**src/hw/rtl/kas_pkg.sv**
```systemverilog
`timescale 1ns / 1ps
// ----------------------------------------------------------------------------
// kas_pkg
// Shared widths, codes and types for the keyframe animation stepper.
// ----------------------------------------------------------------------------
package kas_pkg;

  localparam int FRAME_W   = 8;
  localparam int FRAME_B_W = 9;
  localparam int BLEND_W   = 16;
  localparam int SPEED_W   = 16;
  localparam int ELAPSED_W = 16;
  localparam int COUNT_W   = 9;
  localparam int PMODE_W   = 2;
  localparam int ADDR_W    = 5;
  localparam int DATA_W    = 32;
  localparam int REG_IDX_W = 3;

  localparam int MAX_FRAMES    = 256;
  localparam int FRAC_BITS_DEF = 16;

  // play modes
  localparam logic [PMODE_W-1:0] PM_STOP     = 2'd0;
  localparam logic [PMODE_W-1:0] PM_LOOP     = 2'd1;
  localparam logic [PMODE_W-1:0] PM_PINGPONG = 2'd2;
  localparam logic [PMODE_W-1:0] PM_ONCE     = 2'd3;

  // item kinds
  localparam logic ITEM_START = 1'b0;
  localparam logic ITEM_TICK  = 1'b1;

  // register indexes
  localparam logic [REG_IDX_W-1:0] REG_FIRST = 3'd0;
  localparam logic [REG_IDX_W-1:0] REG_LAST  = 3'd1;
  localparam logic [REG_IDX_W-1:0] REG_PMODE = 3'd2;
  localparam logic [REG_IDX_W-1:0] REG_SPEED = 3'd3;
  localparam logic [REG_IDX_W-1:0] REG_COUNT = 3'd4;

  typedef struct packed {
    logic [FRAME_W-1:0]        first_frame;
    logic [FRAME_W-1:0]        last_frame;
    logic [PMODE_W-1:0]        play_mode;
    logic signed [SPEED_W-1:0] speed;
    logic [COUNT_W-1:0]        frame_count;
  } cfg_t;

  typedef struct packed {
    logic                      stop_only;
    logic                      empty;
    logic [FRAME_W-1:0]        lo;
    logic [FRAME_W-1:0]        hi;
    logic [FRAME_W-1:0]        seed;
    logic signed [SPEED_W-1:0] spd;
  } start_t;

endpackage

```
**src/hw/rtl/kas_apb_regs.sv**
```systemverilog
`timescale 1ns / 1ps
// ----------------------------------------------------------------------------
// kas_apb_regs
// APB register file holding the animation configuration.
// ----------------------------------------------------------------------------
module kas_apb_regs (
  input  logic                       clk,
  input  logic                       rst,
  input  logic                       psel,
  input  logic                       penable,
  input  logic                       pwrite,
  input  logic [kas_pkg::ADDR_W-1:0] paddr,
  input  logic [kas_pkg::DATA_W-1:0] pwdata,
  output logic [kas_pkg::DATA_W-1:0] prdata,
  output logic                       pready,
  output kas_pkg::cfg_t              cfg
);
  import kas_pkg::*;

  logic                 wr_en;
  logic [REG_IDX_W-1:0] reg_idx;

  assign pready  = 1'b1;
  assign wr_en   = psel && penable && pwrite;
  assign reg_idx = paddr[ADDR_W-1:2];

  always_ff @(posedge clk) begin
    if (rst) begin
      cfg.first_frame <= '0;
      cfg.last_frame  <= '0;
      cfg.play_mode   <= PM_STOP;
      cfg.speed       <= '0;
      cfg.frame_count <= COUNT_W'(1);
    end else if (wr_en) begin
      case (reg_idx)
        REG_FIRST: cfg.first_frame <= pwdata[FRAME_W-1:0];
        REG_LAST:  cfg.last_frame  <= pwdata[FRAME_W-1:0];
        REG_PMODE: cfg.play_mode   <= pwdata[PMODE_W-1:0];
        REG_SPEED: cfg.speed       <= pwdata[SPEED_W-1:0];
        REG_COUNT: cfg.frame_count <= pwdata[COUNT_W-1:0];
        default: ;
      endcase
    end
  end

  always_comb begin
    case (reg_idx)
      REG_FIRST: prdata = DATA_W'(cfg.first_frame);
      REG_LAST:  prdata = DATA_W'(cfg.last_frame);
      REG_PMODE: prdata = DATA_W'(cfg.play_mode);
      REG_SPEED: prdata = DATA_W'($unsigned(cfg.speed));
      REG_COUNT: prdata = DATA_W'(cfg.frame_count);
      default:   prdata = '0;
    endcase
  end

endmodule

```
**src/hw/rtl/kas_start.sv**
```systemverilog
`timescale 1ns / 1ps
// ----------------------------------------------------------------------------
// kas_start
// Start decode: clamps and orders the frame range, picks the seed frame.
// ----------------------------------------------------------------------------
module kas_start (
  input  kas_pkg::cfg_t   cfg,
  output kas_pkg::start_t st
);
  import kas_pkg::*;

  // frame_count never exceeds its register range
  localparam int MAX_C = (MAX_FRAMES > (1 << COUNT_W) - 1) ? (1 << COUNT_W) - 1 : MAX_FRAMES;

  logic [COUNT_W-1:0] lim;
  logic [FRAME_W-1:0] fc, lc;

  always_comb begin
    lim = cfg.frame_count;
    if (lim > COUNT_W'(MAX_C)) lim = COUNT_W'(MAX_C);
    if (lim == '0) lim = COUNT_W'(1);

    fc = ({1'b0, cfg.first_frame} >= lim) ? FRAME_W'(lim - COUNT_W'(1)) : cfg.first_frame;
    lc = ({1'b0, cfg.last_frame}  >= lim) ? FRAME_W'(lim - COUNT_W'(1)) : cfg.last_frame;

    st.stop_only = (cfg.speed == '0) && (cfg.play_mode == PM_STOP);
    st.empty     = (fc == lc);
    st.lo        = (lc < fc) ? lc : fc;
    st.hi        = (lc < fc) ? fc : lc;
    st.spd       = cfg.speed;
    // positive speed starts at the low end, zero or negative at the high end
    st.seed      = (cfg.speed > 0) ? st.lo : st.hi;
  end

endmodule

```
**src/hw/rtl/kas_tick.sv**
```systemverilog
`timescale 1ns / 1ps
// ----------------------------------------------------------------------------
// kas_tick
// Tick datapath: step = speed * elapsed, saturate, wrap / reflect / clamp.
// ----------------------------------------------------------------------------
module kas_tick #(
  parameter int FRAC_BITS = kas_pkg::FRAC_BITS_DEF
) (
  input  logic [kas_pkg::FRAME_W+FRAC_BITS-1:0] position,
  input  logic signed [kas_pkg::SPEED_W-1:0]    velocity,
  input  logic [kas_pkg::PMODE_W-1:0]           active_mode,
  input  logic [kas_pkg::FRAME_W-1:0]           lo_frame,
  input  logic [kas_pkg::FRAME_W-1:0]           hi_frame,
  input  logic [kas_pkg::ELAPSED_W-1:0]         elapsed,
  output logic [kas_pkg::FRAME_W+FRAC_BITS-1:0] pos_next,
  output logic signed [kas_pkg::SPEED_W-1:0]    vel_next,
  output logic [kas_pkg::PMODE_W-1:0]           mode_next,
  output logic [kas_pkg::FRAME_W-1:0]           frame_a_next,
  output logic [kas_pkg::FRAME_B_W-1:0]         frame_b_next,
  output logic [kas_pkg::BLEND_W-1:0]           blend_next
);
  import kas_pkg::*;

  localparam int PW  = FRAME_W + FRAC_BITS;          // position width
  localparam int TW  = PW + 2;                        // signed trial position
  localparam int PRW = SPEED_W + ELAPSED_W + 1;       // signed product
  localparam int MGW = SPEED_W + ELAPSED_W;           // product magnitude
  localparam int UP  = (FRAC_BITS > 16) ? FRAC_BITS - 16 : 0;
  localparam int DN  = (FRAC_BITS < 16) ? 16 - FRAC_BITS : 0;
  localparam int MW  = MGW + UP;

  logic signed [PRW-1:0]     prod;
  logic                      neg;
  logic [MGW-1:0]            mag;
  logic [MW-1:0]             mag_sc;
  logic [PW-1:0]             lo_pos, hi_pos, span, step_mag;
  logic signed [TW-1:0]      pos_t, step_t, lo_t, hi_t, span_t, t, nt;
  logic signed [SPEED_W-1:0] vel_rev;
  logic [FRAME_B_W-1:0]      b_raw;
  logic [FRAC_BITS+BLEND_W-1:0] frac_x;

  always_comb begin
    prod   = PRW'(velocity) * PRW'($signed({1'b0, elapsed}));
    neg    = prod[PRW-1];
    mag    = neg ? MGW'(-prod) : MGW'(prod);
    mag_sc = (MW'(mag) << UP) >> DN;

    lo_pos = {lo_frame, {FRAC_BITS{1'b0}}};
    hi_pos = {hi_frame, {FRAC_BITS{1'b0}}};
    span   = hi_pos - lo_pos;
    // saturate to the span: one wrap or reflection is then enough
    step_mag = (mag_sc > MW'(span)) ? span : PW'(mag_sc);

    pos_t  = $signed({2'b00, position});
    step_t = $signed({2'b00, step_mag});
    lo_t   = $signed({2'b00, lo_pos});
    hi_t   = $signed({2'b00, hi_pos});
    span_t = $signed({2'b00, span});
    t      = neg ? pos_t - step_t : pos_t + step_t;

    vel_rev   = (velocity == {1'b1, {(SPEED_W-1){1'b0}}}) ?
                {1'b0, {(SPEED_W-1){1'b1}}} : -velocity;
    nt        = t;
    vel_next  = velocity;
    mode_next = active_mode;

    if (t < lo_t) begin
      case (active_mode)
        PM_LOOP:     nt = t + span_t;
        PM_PINGPONG: begin
          nt       = lo_t + lo_t - t;
          vel_next = vel_rev;
        end
        default: begin
          nt        = lo_t;
          mode_next = PM_STOP;
        end
      endcase
    end else if (t >= hi_t) begin
      case (active_mode)
        PM_LOOP:     nt = t - span_t;
        PM_PINGPONG: begin
          nt       = hi_t + hi_t - t;
          vel_next = vel_rev;
        end
        default: begin
          nt        = hi_t;
          mode_next = PM_STOP;
        end
      endcase
    end

    pos_next     = nt[PW-1:0];
    frame_a_next = pos_next[PW-1:FRAC_BITS];
    b_raw        = {1'b0, frame_a_next} + FRAME_B_W'(1);
    frame_b_next = (mode_next == PM_LOOP && b_raw == {1'b0, hi_frame}) ?
                   {1'b0, lo_frame} : b_raw;
    // top 16 fraction bits, zero padded below when the fraction is short
    frac_x       = {pos_next[FRAC_BITS-1:0], {BLEND_W{1'b0}}};
    blend_next   = frac_x[FRAC_BITS+BLEND_W-1 -: BLEND_W];
  end

endmodule

```
**src/hw/rtl/keyframe_animation_stepper_core.sv**
```systemverilog
`timescale 1ns / 1ps
// Flow: an accepted item is held in the item register, then its result is
//   written to the state/result registers once the result stage is free.
// Throughput: one item per cycle unless stalled; the tick multiply, saturate
//   and wrap fit in the single stage between those two sets of registers.
// Reset (rst, synchronous): empties both stages, loads register defaults
//   (frame_count 1, all else 0) and clears position, range and mode to stopped.
// ----------------------------------------------------------------------------
// keyframe_animation_stepper_core
// Keyframe animation stepper: start items load a clamped frame range, tick
// items advance the playback position in loop, pingpong or once mode.
// ----------------------------------------------------------------------------
module keyframe_animation_stepper_core #(
  parameter int FRAC_BITS = kas_pkg::FRAC_BITS_DEF
) (
  input  logic                          clk,
  input  logic                          rst,
  // item channel
  input  logic                          in_valid,
  output logic                          in_stall,
  input  logic                          mode,
  input  logic [kas_pkg::ELAPSED_W-1:0] elapsed,
  // result channel
  output logic                          out_valid,
  input  logic                          out_stall,
  output logic [kas_pkg::FRAME_W-1:0]   frame_a,
  output logic [kas_pkg::FRAME_B_W-1:0] frame_b,
  output logic [kas_pkg::BLEND_W-1:0]   blend,
  output logic                          playing,
  // configuration
  input  logic                          psel,
  input  logic                          penable,
  input  logic                          pwrite,
  input  logic [kas_pkg::ADDR_W-1:0]    paddr,
  input  logic [kas_pkg::DATA_W-1:0]    pwdata,
  output logic [kas_pkg::DATA_W-1:0]    prdata,
  output logic                          pready
);
  import kas_pkg::*;

  localparam int PW = FRAME_W + FRAC_BITS;

  cfg_t   cfg;
  start_t st;

  // item register
  logic                 item_valid;
  logic                 item_mode;
  logic [ELAPSED_W-1:0] item_elapsed;

  // animation state; cur_* double as the result payload registers
  logic [PW-1:0]             position;
  logic signed [SPEED_W-1:0] velocity;
  logic [PMODE_W-1:0]        active_mode;
  logic [FRAME_W-1:0]        lo_frame, hi_frame;
  logic [FRAME_W-1:0]        cur_frame_a;
  logic [FRAME_B_W-1:0]      cur_frame_b;
  logic [BLEND_W-1:0]        cur_blend;

  // tick results
  logic [PW-1:0]             tk_pos;
  logic signed [SPEED_W-1:0] tk_vel;
  logic [PMODE_W-1:0]        tk_mode;
  logic [FRAME_W-1:0]        tk_a;
  logic [FRAME_B_W-1:0]      tk_b;
  logic [BLEND_W-1:0]        tk_blend;

  logic advance, step;

  kas_apb_regs u_regs (
    .clk     (clk),
    .rst     (rst),
    .psel    (psel),
    .penable (penable),
    .pwrite  (pwrite),
    .paddr   (paddr),
    .pwdata  (pwdata),
    .prdata  (prdata),
    .pready  (pready),
    .cfg     (cfg)
  );

  kas_start u_start (
    .cfg (cfg),
    .st  (st)
  );

  kas_tick #(.FRAC_BITS(FRAC_BITS)) u_tick (
    .position     (position),
    .velocity     (velocity),
    .active_mode  (active_mode),
    .lo_frame     (lo_frame),
    .hi_frame     (hi_frame),
    .elapsed      (item_elapsed),
    .pos_next     (tk_pos),
    .vel_next     (tk_vel),
    .mode_next    (tk_mode),
    .frame_a_next (tk_a),
    .frame_b_next (tk_b),
    .blend_next   (tk_blend)
  );

  // The result stage is free when empty or being drained this cycle.
  // The item stage stalls only while a finished result is held.
  assign advance  = !out_valid || !out_stall;
  assign step     = item_valid && advance;
  assign in_stall = item_valid && !advance;

  always_ff @(posedge clk) begin
    if (rst) begin
      item_valid   <= 1'b0;
      item_mode    <= ITEM_START;
      item_elapsed <= '0;
      out_valid    <= 1'b0;
      position     <= '0;
      velocity     <= '0;
      active_mode  <= PM_STOP;
      lo_frame     <= '0;
      hi_frame     <= '0;
      cur_frame_a  <= '0;
      cur_frame_b  <= '0;
      cur_blend    <= '0;
    end else begin
      if (!in_stall) begin
        item_valid <= in_valid;
        if (in_valid) begin
          item_mode    <= mode;
          item_elapsed <= elapsed;
        end
      end

      if (step) begin
        out_valid <= 1'b1;
      end else if (!out_stall) begin
        out_valid <= 1'b0;
      end

      if (step) begin
        if (item_mode == ITEM_START) begin
          if (st.stop_only) begin
            // stop request: range and reported frames kept
            active_mode <= PM_STOP;
          end else if (st.empty) begin
            // empty range: park on the single frame
            active_mode <= PM_STOP;
            cur_frame_a <= st.lo;
            cur_frame_b <= {1'b0, st.lo};
            cur_blend   <= '0;
          end else begin
            // reported frames stay until the first tick
            lo_frame    <= st.lo;
            hi_frame    <= st.hi;
            velocity    <= st.spd;
            position    <= {st.seed, {FRAC_BITS{1'b0}}};
            active_mode <= cfg.play_mode;
          end
        end else if (active_mode != PM_STOP) begin
          // a tick while stopped repeats the last result
          position    <= tk_pos;
          velocity    <= tk_vel;
          active_mode <= tk_mode;
          cur_frame_a <= tk_a;
          cur_frame_b <= tk_b;
          cur_blend   <= tk_blend;
        end
      end
    end
  end

  assign frame_a = cur_frame_a;
  assign frame_b = cur_frame_b;
  assign blend   = cur_blend;
  assign playing = (active_mode != PM_STOP);

endmodule

```
**config.mk**
```make
export PLATFORM = sky130hd
export DESIGN_NAME = keyframe_animation_stepper_core
export DESIGN_NICKNAME = d
export VERILOG_FILES = /design/src/hw/rtl/kas_pkg.sv /design/src/hw/rtl/kas_apb_regs.sv /design/src/hw/rtl/kas_start.sv /design/src/hw/rtl/kas_tick.sv /design/src/hw/rtl/keyframe_animation_stepper_core.sv
export SDC_FILE = /design/constraint.sdc
export NUM_CORES = 1
export LEC_CHECK = 0
export BUFFER_PORTS_ARGS = -buffer_cell sky130_fd_sc_hd__clkbuf_2
export CAP_MARGIN = 20
export CORE_MARGIN = 2
export CORE_UTILIZATION = 60
export DETAILED_ROUTE_END_ITERATION = 6
export GPL_TIMING_DRIVEN = 0
export PLACE_DENSITY = 0.89
export SLEW_MARGIN = 10
export SYNTH_ARGS = -nofsm -noshare
export SYNTH_HDL_FRONTEND = slang
export SYNTH_HIERARCHICAL = 1
export SYNTH_SLANG_ARGS = --single-unit
```
**constraint.sdc**
```tcl
create_clock -name clk -period 26.7 [get_ports clk]
set_input_delay 5.34 -clock clk [delete_from_list [all_inputs] [get_ports clk]]
set_output_delay 5.34 -clock clk [all_outputs]
set_load 0.02 [all_outputs]
```
==> results.cfg <==
[route]
drc_violations = 0
aggregate_routed_wire_length_um = 81400
vias = 25500
drt-wirelength-per-cell_um = 20.4
avgViaCountPerCell = 6.37
ant_nets = 0
detailedRoute.firstIterationViolations = 2625
firstDrtPassIters = 6

[timing]
timing.final.hold_violations = 0
timing.final.max_slew_violations = 0
setup_total_negative_slack_ns = 0
grt_setup_unrepaired = false
finalCriticalPeriod_ns = 22.48
max_slew.worst_pin.slew_ns = 1.19
finalCritPeriodShare_pct = 84.2
timing.final.setup_violations = 0
max-slew-margin-rel_pct = 20.2
fmaxAchievable_ghz = 0.0445
setup_slack_ns = 4.22
fin_skew_ns = 0.0111

[global_routing]
wire_length_of_the_first_global_routing_pass_um = 130000
grt_max_degree = 17
grt_pass1_vias = 24800
grt.busiest_layer = met2
grt.total_usage_pct = 36.2
globalRoute.totalOverflow = 0
globalRouteMet3Util_pct = 6.85
met1_usage_pct = 46.0
grtUsageMet2_pct = 58.0
antenna_found_initial = 2

[floorplan]
ioPinCount = 130
initial_core_utilization_pct = 60.9
dieArea_um2 = 45400
design.core.area_um2 = 43100
floorplan.rows = 76
chipHeight_um = 213
fp.dieW_um = 213

[critical_path]
required_ns = 27.05
r2r_slack_ns = 4.22
worst_setup_path_startpoint = velocity[8]
r2r.worst_path.cells = 77
crit_type = reg2reg
critical_path.max_stage_delay_ns = 0.71
destination_of_the_critical_timing_path = frame_b[1]
critical_path.reg2reg.endpoint = frame_b[1]
timing.critical_path.from_type = flip-flop
critical_path.reg2reg.startpoint = velocity[8]
cp_data_arrival_time_ns = 22.82
worst_setup_path_end_kind = flip-flop
slowest_library_cell_on_the_worst_path = sky130_fd_sc_hd__xor2_1
timing.critical_path.fanout_max = 10

[clock_network]
cts_setup_buffers = 0
clk_latency_ns = 0.46
cts-buffers-inserted = 17
cts-resized-gates = 0
ctsRootBufferMaster = sky130_fd_sc_hd__clkbuf_16
post_cts_hold_buffer_count = 0
cts_tree = built
ctsHtreeMaxLevel = 4
numClockSinks = 153
clk_pin_slew_worst_paths_ns = 0.07
clock_path_buffers = 2

[min_path]
worst_hold_path_type = reg2reg

[place]
dpl.hpwl_um = 64800
gpl.final_weighted_congestion = 1.03
buffer_ports.inserted = 91
dp_worst_setup_slack_ns = 5.04

[logic_synthesis]
main_flop_type_after_synthesis = sky130_fd_sc_hd__dfxtp_1
post_synth_instance_area_um2 = 26200
synth_async_sr_flop_share_pct = 0
post_synth_main_area_contributors = sky130_fd_sc_hd__fa_1, sky130_fd_sc_hd__ha_1, sky130_fd_sc_hd__dfxtp_1
synth_seq_area_share_pct = 11.7
synth_top_cell_by_area = sky130_fd_sc_hd__fa_1
synth_enable_flop_cells = 0
synthesis.yosys.warnings = 6
yosys-top-cells-count = sky130_fd_sc_hd__inv_1, sky130_fd_sc_hd__nand2_1, sky130_fd_sc_hd__ha_1
post-synth-top-count-cell = sky130_fd_sc_hd__inv_1
synthesis.instances = 3274
number_of_different_library_cells_in_the_post_synthesis_netlist = 126
average_footprint_of_a_synthesized_cell_um2 = 8.01
synth_top_area_share_pct = 15.2
synth.ff_latch_count = 153

[finish]
fill_cell_total_of_the_finished_layout = 3517
final_layout_size_suffix_gt1_share_pct = 9.94
register_area_um2 = 3060
layout.nets = 3922
area_used_by_multi_input_combinational_logic_um2 = 20700
flow.area_growth_from_synthesis_pct = 7.01

[flow_run]
max_cap_violations = 0

[power_and_ir_drop]
power-per-cell-area_nw_per_um2 = 57.0
power.leakage_nw = 13.1
irDropWorstVdd_mv = 0.0875

[status]
run_status = finished clean
[sequential cells by signal, summed over array words and instances, names as in the netlist]
signal        count
active_mode       2
blend            16
frame_a           8
frame_b           9
hi_frame          8
item_elapsed     16
item_mode         1
item_valid        1
lo_frame          8
out_valid         1
position         24
u_regs/cfg       43
velocity         16
[cells in the final DEF, fill, tap and decap left out, types with 132 or more instances in the layout]
master,instances
sky130_fd_sc_hd__a21oi_1,163
sky130_fd_sc_hd__and2_1,139
sky130_fd_sc_hd__clkbuf_1,132
sky130_fd_sc_hd__dfxtp_1,153
sky130_fd_sc_hd__fa_1,199
sky130_fd_sc_hd__ha_1,263
sky130_fd_sc_hd__inv_1,332
sky130_fd_sc_hd__mux2i_1,136
sky130_fd_sc_hd__nand2_1,298
sky130_fd_sc_hd__nand3_1,141
sky130_fd_sc_hd__nor2_1,152
[layout make-up]
class                   count  share of cell area [%]
plain buffers             244                    4.46
repair buffers             91                    1.62
multi-input cells        2558                    73.8
well taps                 585                    2.61
diodes                      2                  0.0178
clock inverters            13                   0.526
flip-flops and latches    153                    10.9
clock buffers              19                    1.58
inverters                 334                    4.46
[per-stage QoR]
step                      util, %  cell area [um2]  hold slack (ns)  cells  power (mW)
after CTS                    65.2            28100            0.503   3997        1.56
after floorplan                 -            26300            0.469   3289        1.05
after detailed placement     63.8            27500            0.490   3965        1.31
after global placement       63.8            27500            0.482   3965        1.29
final                        65.2            28100            0.499   3999        1.60
after global routing         65.2            28100            0.520   3999        1.68
[where the power goes]
part	switching (mW)	internal, mW
combinational	0.685	0.426
clock	0.113	0.136
sequential	0.00870	0.233
total	0.807	0.795
[worst max-delay path, delay by kind of cell, from the launching register on]
kind,cells,cell delay (ns)
adder cells (fa/ha/maj),11,4.80
multiplexers,3,0.83
buffers and inverters,16,4.74
XOR/XNOR,3,1.31
AND/OR/NAND/NOR,23,4.29
flip-flops,1,0.43
AO/OA/AOI/OAI,21,5.87
[routing by layer]
| metal | wire length [um] | part of all wire [%] |
|---|---|---|
| met4 | 4860 | 6.0 |
| met3 | 8100 | 9.9 |
| met2 | 36600 | 45 |
| met1 | 31800 | 39 |
| met5 | 13 | 0.016 |
[cells by family after synthesis]
kind of cell | share of synthesized area, %
xor gates and xnor gates | 4.28
and+or+nand+nor | 21.5
AOI/OAI and AO/OA | 17.9
muxes | 7.34
buffers and inverters | 9.55
other | 0.0286
DFF | 11.7
adders and majority gates | 27.7
[worst min path at each step]
stage / startpoint / end / slack (ns) / cells past startpoint
after floorplan: u_regs/cfg[25] / u_regs/cfg[25] / 0.47 / 2
after global placement: frame_b[8] / frame_b[8] / 0.48 / 2
after detailed placement: blend[10] / blend[10] / 0.49 / 2
after CTS: blend[6] / blend[6] / 0.50 / 2
after global routing: u_regs/cfg[20] / u_regs/cfg[20] / 0.52 / 2
final: blend[6] / blend[6] / 0.50 / 2
(Power assumes the default switching activity.)
